File: src/sv/hkec_pkg.sv
package hkec_pkg;

   localparam int unsigned DataWidth = 32;
   localparam int unsigned CountWidth = $clog2(DataWidth);

   localparam logic [DataWidth-1:0] ALL_ONES = '1;
   localparam logic [DataWidth-1:0] DIGIT_LIMIT = ALL_ONES >> 4;

   // Key kinds carried on the input tuser.
   localparam logic [1:0] KEY_DIGIT     = 2'd0;
   localparam logic [1:0] KEY_BACKSPACE = 2'd1;
   localparam logic [1:0] KEY_CLEAR     = 2'd2;
   localparam logic [1:0] KEY_OPERATOR  = 2'd3;

   // Operation codes.
   localparam logic [3:0] OPER_EQUALS = 4'd0;
   localparam logic [3:0] OPER_ADD    = 4'd1;
   localparam logic [3:0] OPER_SUB    = 4'd2;
   localparam logic [3:0] OPER_MUL    = 4'd3;
   localparam logic [3:0] OPER_AND    = 4'd4;
   localparam logic [3:0] OPER_OR     = 4'd5;
   localparam logic [3:0] OPER_XOR    = 4'd6;
   localparam logic [3:0] OPER_SHL    = 4'd7;
   localparam logic [3:0] OPER_SHR    = 4'd8;
   localparam logic [3:0] OPER_DIV    = 4'd9;
   localparam logic [3:0] OPER_MOD    = 4'd10;

   typedef enum logic [1:0] {
      ST_IDLE,
      ST_CALC,
      ST_RESULT
   } state_type;

   typedef enum logic [1:0] {
      ALU_MUL,
      ALU_DIV,
      ALU_MOD
   } alu_kind_type;

   typedef struct packed {
      logic                 start;
      alu_kind_type         kind;
      logic [DataWidth-1:0] lhs;
      logic [DataWidth-1:0] rhs;
   } alu_req_type;

   typedef struct packed {
      logic                 done;
      logic [DataWidth-1:0] result;
   } alu_rsp_type;

endpackage

File: src/sv/hex_key_entry_calculator_top.sv
// Key engine of a 32-bit hexadecimal calculator.
// The req channel carries one key per transfer: tuser holds the key kind
// (digit, backspace, clear, operator), tdata the digit and the operation code.
// Every key produces exactly one rsp transfer with the displayed value, a flag
// that the display was rewritten and a beep flag for a refused digit.
// Keys are handled one at a time; req_tready is low from acceptance until the
// result has been transferred out.
// Digits, backspace, clear and operators that apply add, sub, logic ops,
// shifts, equals or an unnamed code, that apply a divide by zero or that
// come before any digit of a new number have their result valid on rsp in
// the cycle after acceptance. An operator that applies multiply, divide or
// modulo runs on the shared bit-serial unit: its 32 steps, its done register
// and the write-back to the output register lie between acceptance and result.
// If the receiver stalls, the result is held in the output register and no
// new key is taken until it is transferred.
// Reset clears the entry and the first operand, sets the pending operation to
// equals and marks that the next digit starts a new number.
module hex_key_entry_calculator_top (
   input  logic        clock,
   input  logic        reset,
   input  logic        req_tvalid,
   output logic        req_tready,
   input  logic [7:0]  req_tdata,  // [3:0] digit, [7:4] operation
   input  logic [1:0]  req_tuser,  // [1:0] op
   output logic        rsp_tvalid,
   input  logic        rsp_tready,
   output logic [39:0] rsp_tdata   // [31:0] display_value, [32] display_update,
                                   // [33] beep, [39:34] zero
);

   localparam int unsigned W = hkec_pkg::DataWidth;

   hkec_pkg::state_type state_ff, state_in;

   logic [W-1:0] entry_ff, entry_in;
   logic [W-1:0] first_ff, first_in;
   logic [3:0]   pending_ff, pending_in;
   logic         starting_ff, starting_in;
   logic [W-1:0] out_value_ff, out_value_in;
   logic         out_update_ff, out_update_in;
   logic         out_beep_ff, out_beep_in;

   logic [1:0]   key_op;
   logic [3:0]   key_digit;
   logic [3:0]   key_oper;
   logic         key_accept;
   logic         long_op;
   logic         load_rsp;
   logic [W-1:0] quick_result;
   logic [W-1:0] digit_base;

   hkec_pkg::alu_req_type alu_req;
   hkec_pkg::alu_rsp_type alu_rsp;
   hkec_pkg::alu_kind_type alu_kind;

   assign key_op    = req_tuser;
   assign key_digit = req_tdata[3:0];
   assign key_oper  = req_tdata[7:4];
   assign key_accept = req_tvalid && req_tready;

   hkec_alu u_alu (
      .clock (clock),
      .reset (reset),
      .req   (alu_req),
      .rsp   (alu_rsp)
   );

   // Results of the pending operation that need no shared unit, and the unit's kind.
   always_comb begin
      long_op  = 1'b0;
      alu_kind = hkec_pkg::ALU_MUL;
      case (pending_ff)
         hkec_pkg::OPER_EQUALS: quick_result = entry_ff;
         hkec_pkg::OPER_ADD:    quick_result = first_ff + entry_ff;
         hkec_pkg::OPER_SUB:    quick_result = first_ff - entry_ff;
         hkec_pkg::OPER_AND:    quick_result = first_ff & entry_ff;
         hkec_pkg::OPER_OR:     quick_result = first_ff | entry_ff;
         hkec_pkg::OPER_XOR:    quick_result = first_ff ^ entry_ff;
         hkec_pkg::OPER_SHL: begin
            quick_result = (entry_ff >= W) ? '0 : (first_ff << entry_ff[$clog2(W)-1:0]);
         end
         hkec_pkg::OPER_SHR: begin
            quick_result = (entry_ff >= W) ? '0 : (first_ff >> entry_ff[$clog2(W)-1:0]);
         end
         hkec_pkg::OPER_MUL: begin
            quick_result = '0;
            long_op      = 1'b1;
         end
         hkec_pkg::OPER_DIV, hkec_pkg::OPER_MOD: begin
            // A zero divisor gives all ones without starting the unit.
            quick_result = hkec_pkg::ALL_ONES;
            long_op      = (entry_ff != '0);
            alu_kind     = (pending_ff == hkec_pkg::OPER_DIV) ? hkec_pkg::ALU_DIV
                                                              : hkec_pkg::ALU_MOD;
         end
         default: quick_result = '0;
      endcase
   end

   assign digit_base = starting_ff ? '0 : entry_ff;

   // Key handling and write-back of the shared unit.
   always_comb begin
      entry_in      = entry_ff;
      first_in      = first_ff;
      pending_in    = pending_ff;
      starting_in   = starting_ff;
      out_value_in  = out_value_ff;
      out_update_in = out_update_ff;
      out_beep_in   = out_beep_ff;
      load_rsp      = 1'b0;
      if (key_accept) begin
         load_rsp      = 1'b1;
         out_update_in = 1'b1;
         out_beep_in   = 1'b0;
         case (key_op)
            hkec_pkg::KEY_DIGIT: begin
               if (starting_ff) begin
                  first_in = entry_ff;
               end
               starting_in = 1'b0;
               if (digit_base <= hkec_pkg::DIGIT_LIMIT) begin
                  entry_in = {digit_base[W-5:0], key_digit};
               end else begin
                  entry_in      = digit_base;
                  out_update_in = 1'b0;
                  out_beep_in   = 1'b1;
               end
            end
            hkec_pkg::KEY_BACKSPACE: entry_in = entry_ff >> 4;
            hkec_pkg::KEY_CLEAR:     entry_in = '0;
            default: begin
               if (starting_ff) begin
                  out_update_in = 1'b0;
               end else if (long_op) begin
                  load_rsp = 1'b0;
               end else begin
                  entry_in = quick_result;
               end
               starting_in = 1'b1;
               pending_in  = key_oper;
            end
         endcase
         out_value_in = entry_in;
      end else if (alu_rsp.done) begin
         entry_in      = alu_rsp.result;
         out_value_in  = alu_rsp.result;
         out_update_in = 1'b1;
         out_beep_in   = 1'b0;
      end
   end

   // Next state.
   always_comb begin
      state_in = state_ff;
      unique case (state_ff)
         hkec_pkg::ST_IDLE: begin
            if (key_accept) begin
               state_in = load_rsp ? hkec_pkg::ST_RESULT : hkec_pkg::ST_CALC;
            end
         end
         hkec_pkg::ST_CALC: begin
            if (alu_rsp.done) begin
               state_in = hkec_pkg::ST_RESULT;
            end
         end
         hkec_pkg::ST_RESULT: begin
            if (rsp_tready) begin
               state_in = hkec_pkg::ST_IDLE;
            end
         end
         default: state_in = hkec_pkg::ST_IDLE;
      endcase
   end

   // State outputs.
   always_comb begin
      req_tready    = 1'b0;
      rsp_tvalid    = 1'b0;
      alu_req.start = 1'b0;
      alu_req.kind  = alu_kind;
      alu_req.lhs   = first_ff;
      alu_req.rhs   = entry_ff;
      unique case (state_ff)
         hkec_pkg::ST_IDLE: begin
            req_tready    = 1'b1;
            alu_req.start = key_accept && (key_op == hkec_pkg::KEY_OPERATOR)
                            && !starting_ff && long_op;
         end
         hkec_pkg::ST_CALC:   rsp_tvalid = 1'b0;
         hkec_pkg::ST_RESULT: rsp_tvalid = 1'b1;
         default:             rsp_tvalid = 1'b0;
      endcase
   end

   always_ff @(posedge clock) begin
      if (reset) begin
         state_ff    <= hkec_pkg::ST_IDLE;
         entry_ff    <= '0;
         first_ff    <= '0;
         pending_ff  <= hkec_pkg::OPER_EQUALS;
         starting_ff <= 1'b1;
      end else begin
         state_ff    <= state_in;
         entry_ff    <= entry_in;
         first_ff    <= first_in;
         pending_ff  <= pending_in;
         starting_ff <= starting_in;
      end
      out_value_ff  <= out_value_in;
      out_update_ff <= out_update_in;
      out_beep_ff   <= out_beep_in;
   end

   assign rsp_tdata = {6'b0, out_beep_ff, out_update_ff, out_value_ff};

endmodule

File: src/sv/hkec_alu.sv
// Shared shift-and-add / shift-and-subtract unit: one bit of the multiplier or
// the dividend per cycle, so a multiply, divide or modulo takes DataWidth steps.
module hkec_alu (
   input  logic                clock,
   input  logic                reset,
   input  hkec_pkg::alu_req_type req,
   output hkec_pkg::alu_rsp_type rsp
);

   logic                               busy_ff, busy_in;
   logic                               done_ff, done_in;
   logic [hkec_pkg::CountWidth-1:0]    cnt_ff, cnt_in;
   hkec_pkg::alu_kind_type             kind_ff, kind_in;
   logic [hkec_pkg::DataWidth-1:0]     acc_ff, acc_in;
   logic [hkec_pkg::DataWidth-1:0]     shf_ff, shf_in;
   logic [hkec_pkg::DataWidth-1:0]     opnd_ff, opnd_in;
   logic [hkec_pkg::DataWidth:0]       rem_shift;
   logic                               fits;

   assign rem_shift = {acc_ff, shf_ff[hkec_pkg::DataWidth-1]};
   assign fits = rem_shift >= {1'b0, opnd_ff};

   always_comb begin
      busy_in = busy_ff;
      done_in = 1'b0;
      cnt_in  = cnt_ff;
      kind_in = kind_ff;
      acc_in  = acc_ff;
      shf_in  = shf_ff;
      opnd_in = opnd_ff;
      if (req.start) begin
         busy_in = 1'b1;
         cnt_in  = '0;
         kind_in = req.kind;
         acc_in  = '0;
         if (req.kind == hkec_pkg::ALU_MUL) begin
            // Multiplier bits are scanned from the top; the multiplicand stays put.
            shf_in  = req.rhs;
            opnd_in = req.lhs;
         end else begin
            shf_in  = req.lhs;
            opnd_in = req.rhs;
         end
      end else if (busy_ff) begin
         if (kind_ff == hkec_pkg::ALU_MUL) begin
            acc_in = {acc_ff[hkec_pkg::DataWidth-2:0], 1'b0}
                     + (shf_ff[hkec_pkg::DataWidth-1] ? opnd_ff : '0);
            shf_in = {shf_ff[hkec_pkg::DataWidth-2:0], 1'b0};
         end else begin
            if (fits) begin
               acc_in = hkec_pkg::DataWidth'(rem_shift - {1'b0, opnd_ff});
            end else begin
               acc_in = rem_shift[hkec_pkg::DataWidth-1:0];
            end
            shf_in = {shf_ff[hkec_pkg::DataWidth-2:0], fits};
         end
         cnt_in = cnt_ff + 1'b1;
         if (cnt_ff == hkec_pkg::CountWidth'(hkec_pkg::DataWidth - 1)) begin
            busy_in = 1'b0;
            done_in = 1'b1;
         end
      end
   end

   always_ff @(posedge clock) begin
      if (reset) begin
         busy_ff <= 1'b0;
         done_ff <= 1'b0;
         cnt_ff  <= '0;
         kind_ff <= hkec_pkg::ALU_MUL;
      end else begin
         busy_ff <= busy_in;
         done_ff <= done_in;
         cnt_ff  <= cnt_in;
         kind_ff <= kind_in;
      end
      acc_ff  <= acc_in;
      shf_ff  <= shf_in;
      opnd_ff <= opnd_in;
   end

   assign rsp.done   = done_ff;
   assign rsp.result = (kind_ff == hkec_pkg::ALU_DIV) ? shf_ff : acc_ff;

endmodule

File: config.mk
export PLATFORM = sky130hd
export DESIGN_NAME = hex_key_entry_calculator_top
export DESIGN_NICKNAME = d
export VERILOG_FILES = /design/src/sv/hkec_pkg.sv /design/src/sv/hex_key_entry_calculator_top.sv /design/src/sv/hkec_alu.sv
export SDC_FILE = /design/constraint.sdc
export NUM_CORES = 1
export LEC_CHECK = 0
export BUFFER_PORTS_ARGS = -buffer_cell sky130_fd_sc_hd__buf_2
export CORE_MARGIN = 3
export CORE_UTILIZATION = 30
export CTS_CLUSTER_SIZE = 16
export DETAILED_ROUTE_END_ITERATION = 7
export SYNTH_ARGS = -nofsm -noshare
export SYNTH_HDL_FRONTEND = slang
export SYNTH_SLANG_ARGS = --single-unit
File: constraint.sdc
create_clock -name clock -period 6.5 [get_ports clock]
set_input_delay 0.65 -clock clock [delete_from_list [all_inputs] [get_ports clock]]
set_output_delay 0.65 -clock clock [all_outputs]
set_load 0.01 [all_outputs]
# Word-level counts from Yosys, hierarchy flattened
# Index checks and enable logic that the tools add are counted.
[totals]
reg_bits = 210
inputBits = 14
output_inout_bits = 42
wordCells = 121
[classes]
addsub = 5
n_lt_le_gt_ge = 3
eq_ne = 20
shifts = 2
mux = 48
bitwise = 6
reduce_logical = 22
[ops]
columns = ["op", "n"]
rows = [
  ["32-bit 2-to-1 mux", 16],
  ["32-bit one-hot mux with 9 select lines", 1],
  ["32-bit one-hot mux with 3 select lines", 1],
  ["32-bit adder", 2],
  ["32-bit subtractor", 2],
  ["33-bit by 32-bit >= comparator with 1-bit output", 1],
  ["32-bit bitwise AND", 1],
  ["32-bit by 6-bit >= comparator with 1-bit output, second input constant", 1],
  ["32-bit by 28-bit <= comparator with 1-bit output, second input constant", 1],
  ["32-bit bitwise OR", 1],
  ["32-bit nonzero test", 1],
  ["32-bit by 5-bit left shift with 32-bit output", 1],
  ["32-bit by 5-bit right shift with 32-bit output", 1],
  ["32-bit XOR", 1],
  ["1-bit 2-to-1 mux", 20],
  ["4-bit by 3-bit equality test with 1-bit output, second input constant", 4],
  ["4-bit equality test, second input constant", 3],
  ["2-bit 2-to-1 mux", 6],
  ["4-bit by 2-bit equality test with 1-bit output, second input constant", 2],
  ["2-bit zero test", 4],
  ["2-bit by 1-bit equality test with 1-bit output, second input constant", 3],
  ["2-bit equality test, second input constant", 3],
  ["1-bit one-hot mux with 2 select lines", 3],
  ["2-bit one-hot mux with 3 select lines", 1],
  ["14 further kinds", 26],
]

# Logic depth before layout (Yosys ltp)
[depth]
ltp_word = 10
mapped_depth = 23
ltp_nobuf = 19

# Modules after synthesis
# A second synthesis with hierarchy kept.
[unflattened]
hier_cells = 2940
hier_area_um2 = 23715.2
[modules_own_cells]
columns = ["mod", "n_inst", "cells_each", "area_per_inst_um2", "seq_area_each_um2"]
rows = [
  ["hex_key_entry_calculator_top", 1, 1951, 14891.8, 2442.3],
  ["hkec_alu", 1, 989, 8823.5, 2742.6],
]

# Worst setup path after synthesis
# No wires, ideal clock.
[synth_path]
kind = "register to register"
startpoint = "register entry_ff[0]"
endpoint = "register out_value_ff[27] (data pin)"
setup_ns = 0.256
arrival_time_ns = 5.412
required_ns = 6.244
slack_ns = 0.833
stages_incl_launch_ff = 21
path_buffers = 3
synth_period_minus_slack_ns = 5.667
cell_sequence = "dfxtp_1 buf_2 buf_2 inv_2 buf_1 ha_1 or4b_2 nor2_1 a41oi_1 xnor2_1 ha_1 and2_1 a311o_1 o22ai_1 o311ai_0 a2111o_1 and4b_1 or4_1 nand3_1 nand2_1 a31o_2"
[synth_between]
elab_chain_cells = 7
elab_cells_between_ends = 17
cone_classes = "add/sub: 2; order compare: 2; shift: 2; mux: 10; reduce/logical: 1"
[synth_rtl]
columns = ["element", "line_no", "text"]
rows = [
  ["from (decl)", "hex_key_entry_calculator_top.sv:35", "logic [W-1:0] entry_ff, entry_in;"],
  ["from (signal assigned)", "hex_key_entry_calculator_top.sv:205", "entry_ff <= entry_in;"],
  ["32-bit by 6-bit >= comparator with 1-bit output (tied with other cells)", "hex_key_entry_calculator_top.sv:80, hex_key_entry_calculator_top.sv:83", ""],
  ["32-bit 2-to-1 mux, on equally long branches", "hex_key_entry_calculator_top.sv:83, hex_key_entry_calculator_top.sv:80", ""],
  ["32-bit one-hot mux with 9 select lines", "hex_key_entry_calculator_top.sv:72", "case (pending_ff)"],
  ["32-bit 2-to-1 mux", "hex_key_entry_calculator_top.sv:135", "end else if (long_op) begin"],
  ["32-bit 2-to-1 mux", "hex_key_entry_calculator_top.sv:133", "if (starting_ff) begin"],
  ["32-bit one-hot mux with 3 select lines *", "hex_key_entry_calculator_top.sv:116", "case (key_op)"],
  ["32-bit 2-to-1 mux *", "n/a", ""],
  ["via entry_in[27]", "hex_key_entry_calculator_top.sv:35", ""],
  ["to (signal assigned)", "hex_key_entry_calculator_top.sv:210", "out_value_ff <= out_value_in;"],
  ["to (decl)", "hex_key_entry_calculator_top.sv:39", "logic [W-1:0] out_value_ff, out_value_in;"],
]
# The timed path passes the listed nets; every way through them passes the cells marked *.
# A chain may end at the register's enable or synchronous reset.

# Worst setup path after layout
[layout_path]
startpoint = "register entry_ff[1]"
endpoint = "register out_value_ff[27] (data pin)"
# Same word-level chain as after synthesis.

==> flow_summary.json <==
{
  "numPlacedInstances": 3742,
  "initial_core_utilization": 0.304,
  "synth_top_cells_by_count": "sky130_fd_sc_hd__nand2_1 (369), sky130_fd_sc_hd__a21oi_1 (294), sky130_fd_sc_hd__nor2_1 (274)",
  "drc_errors": 1,
  "synth.yosys.warnings": 0,
  "core.rowCount": 99,
  "hold_violations": 0,
  "die_x_um": 278,
  "finalSetupViolations": 0,
  "worstHoldPathType": "in -> reg",
  "global_route_wire_length_before_repair_um": 139000,
  "static-leakage-power_nw": 9.22,
  "first_pass_iters": 8,
  "yosysSeqAreaShare": 0.233,
  "regToRegEndpoint": "out_value_ff[27]",
  "clkLatencyLatePin_ns": 0.62,
  "syn_area_per_cell_sq_um": 7.67,
  "dpl.hpwl_um": 69500,
  "final_antenna_net_count": 0,
  "total_routing_resource_utilization_after_global_routing": 0.233,
  "crit_path_start_kind": "flip-flop",
  "postCtsSetupRepairBufs": 0,
  "syn_area_sq_mm": 0.0222,
  "routed_via_density": 6.05,
  "aggregate_routed_wire_length_um": 94400,
  "min_delay_path_depth": 3,
  "fmaxAchievable_mhz": 178,
  "io_buffer_count": 49,
  "cts.path.max_buffers": 3,
  "worst_slew_margin_rel": 0.276,
  "outcome": "finished, violations left",
  "tritoncts_clock_tree": "done",
  "tightestPinTransition_ns": 1.09,
  "end_kind": "flip-flop",
  "gp_congestion": 0.993,
  "number_of_synthesized_register_bits": 210,
  "fin_crit_sh": 0.865,
  "fin_crit_ns": 5.62,
  "rsz0062_at_grt": "no",
  "post_synth_num_cell_types": 92,
  "clock-root-buffer": "sky130_fd_sc_hd__clkbuf_16",
  "gr-total-overflow": 0,
  "finish.instance_area_sq_mm": 0.0243,
  "violations_in_the_final_reports": "design-rule violations",
  "worst-endpoint-required_ns": 6.87,
  "hold_buffers": 0,
  "hold_end": "pending_ff[0]",
  "crit_fanout": 7,
  "finished_layout_cells": 3793,
  "synthArstFlopShare": 0,
  "cts.clk_slew.worst_paths_ns": 0.07,
  "r2r_start": "entry_ff[1]",
  "maximum_number_of_pins_on_one_net_before_global_route_repair": 69,
  "die-height_um": 278,
  "cts_inserted_buffers": 28,
  "clock_sinks": 210,
  "hp-start": "req_tdata[4]",
  "fin_worst_skew_ns": 0.0489,
  "max-cap-violations": 0,
  "setup.worst_path.class": "reg -> reg",
  "syn_inst": 2897,
  "fin_tns_setup_ns": 0,
  "top_level_i_o_count": 56,
  "synthDominantAreaCellType": "sky130_fd_sc_hd__edfxtp_1",
  "drv_slew": 0,
  "synth_most_common_cell": "sky130_fd_sc_hd__nand2_1",
  "area_growth_pct": 9.37,
  "ys_dominant_reg_cell": "sky130_fd_sc_hd__dfxtp_1",
  "cts-htree-levels": 1,
  "cts-resized-gates": 0,
  "synth_top_cells_by_area": "sky130_fd_sc_hd__edfxtp_1 (13%), sky130_fd_sc_hd__dfxtp_1 (10%), sky130_fd_sc_hd__ha_1 (9.3%)",
  "num-nets-final": 2995,
  "power_density_mw_per_mm2": 190,
  "post-synth-top-area-fraction": 0.132,
  "reg2regPathDepth": 18,
  "critical_path_arrival_ns": 5.99,
  "reg2reg_slack_ns": 0.88,
  "antennaDiodeCount": 0,
  "report.power.total_mw": 4.61,
  "dieArea_sq_mm": 0.0774,
  "num_vias": 22900,
  "count_of_flip_flops_with_a_built_in_enable_after_synthesis": 98,
  "average_wire_length_per_cell_after_detail_routing_um": 24.9,
  "initial_antenna_violation_count": 4,
  "std_cell_core_area_sq_mm": 0.0732,
  "vdd_ir_drop_max_mv": 0.220,
  "placed_cell_area_sq_mm": 0.0234,
  "dr.first_iter.drc_count": 3206,
  "via_count_of_the_first_global_routing_pass": 20800,
  "layout-drive-gt1-share": 0.113
}
-- power by group --
group          switching, mW  leakage [nW]  total [mW]  internal, mW
registers             0.0826          1.84        1.53          1.44
logic                  0.930          6.91        1.44         0.511
clock network          0.689         0.465        1.65         0.959
-- routing by layer --
metal	vias to the layer above	global-route usage	share of wire
met5	-	0	0.00033
met4	6	0.0906	0.044
met3	242	0.0458	0.099
met2	1297	0.348	0.42
met1	10900	0.330	0.43
li1	10500	-	-
-- critical path, stage by stage, from the launching register on --
cell and delay [ns]:
sky130_fd_sc_hd__dfxtp_4 0.34, sky130_fd_sc_hd__clkinv_1 0.19, sky130_fd_sc_hd__ha_1 0.27, sky130_fd_sc_hd__or4b_2 0.64, sky130_fd_sc_hd__nor2_1 0.42, sky130_fd_sc_hd__a41oi_1 0.20, sky130_fd_sc_hd__xnor2_1 0.17, sky130_fd_sc_hd__ha_1 0.34
sky130_fd_sc_hd__and2_1 0.21, sky130_fd_sc_hd__a311o_1 0.35, sky130_fd_sc_hd__o22ai_1 0.20, sky130_fd_sc_hd__o311ai_0 0.23, sky130_fd_sc_hd__buf_4 0.21, sky130_fd_sc_hd__a2111o_1 0.42, sky130_fd_sc_hd__and4b_1 0.26, sky130_fd_sc_hd__or4_1 0.46
sky130_fd_sc_hd__nand3_1 0.12, sky130_fd_sc_hd__nand2_1 0.06, sky130_fd_sc_hd__a31o_2 0.27
-- cell type report --
type | instances | area [sq um]
well taps | 959 | 1200
flip-flops and latches | 210 | 5200
repair buffers | 126 | 823
fillers | 7772 | 48900
inverters | 134 | 503
clock inverters | 14 | 178
clock buffers | 37 | 774
multi-input cells | 2313 | 15600
-- cells by family (layout without fill, tap and decap cells) --
logic type               count (synthesis)  in the layout  share of synthesized area
AO/OA/AOI/OAI                          962            962                      0.272
AND/OR/NAND/NOR                        911            911                      0.183
buffers and inverters                  379            311                     0.0675
flip-flops                             210            210                      0.233
adder cells (fa/ha/maj)                168            168                     0.0956
multiplexers                           165            165                      0.109
XOR/XNOR                               101            101                     0.0398
other                                    1              6                   0.000169
-- state kept, by name (all words and copies together), names as in the netlist --
| signal | flops |
|---|---|
| entry_ff | 32 |
| first_ff | 32 |
| out_beep_ff | 1 |
| out_update_ff | 1 |
| out_value_ff | 32 |
| pending_ff | 4 |
| starting_ff | 1 |
| state_ff | 2 |
| u_alu.acc_ff | 32 |
| u_alu.busy_ff | 1 |
| u_alu.cnt_ff | 5 |
| u_alu.done_ff | 1 |
| u_alu.kind_ff | 2 |
| u_alu.opnd_ff | 32 |
| u_alu.shf_ff | 32 |
-- worst max path at each step --
stage / slack, ns / depth (start not counted) / from / end
floorplan: 0.83 / 20 / entry_ff[0] / out_value_ff[27]
global placement: 1.03 / 18 / entry_ff[1] / out_value_ff[27]
detailed placement: 0.94 / 18 / entry_ff[1] / out_value_ff[27]
CTS: 0.91 / 18 / entry_ff[1] / out_value_ff[27]
global route: 0.61 / 18 / entry_ff[1] / out_value_ff[27]
finish: 0.88 / 18 / entry_ff[1] / out_value_ff[27]
-- per-stage QoR --
step | worst slack, ns | hold WS [ns] | util
after CTS | 0.914 | 0.338 | 0.332
after detailed placement | 0.936 | 0.486 | 0.319
after global routing | 0.613 | 0.366 | 0.332
after floorplan | 0.833 | 0.448 | -
final | 0.878 | 0.363 | 0.332
after global placement | 1.03 | 0.477 | 0.319
-- cells in the final DEF, fill, tap and decap left out, types with 46 or more instances in the layout --
master / netlist / final
sky130_fd_sc_hd__nand3_1: 54 / 53
sky130_fd_sc_hd__buf_2: 20 / 49
sky130_fd_sc_hd__a21o_1: 46 / 46
sky130_fd_sc_hd__inv_1: 124 / 124
sky130_fd_sc_hd__ha_1: 165 / 165
sky130_fd_sc_hd__edfxtp_1: 98 / 98
sky130_fd_sc_hd__dfxtp_1: 112 / 106
sky130_fd_sc_hd__nor2_1: 274 / 271
sky130_fd_sc_hd__buf_4: 8 / 77
sky130_fd_sc_hd__o21ai_0: 244 / 244
sky130_fd_sc_hd__a211oi_1: 56 / 56
sky130_fd_sc_hd__mux2i_1: 79 / 79
sky130_fd_sc_hd__nand2_1: 369 / 367
sky130_fd_sc_hd__mux4_2: 58 / 58
sky130_fd_sc_hd__nor3_1: 53 / 49
sky130_fd_sc_hd__a21oi_1: 294 / 294
sky130_fd_sc_hd__xnor2_1: 67 / 67
(Power assumes the default switching activity.)
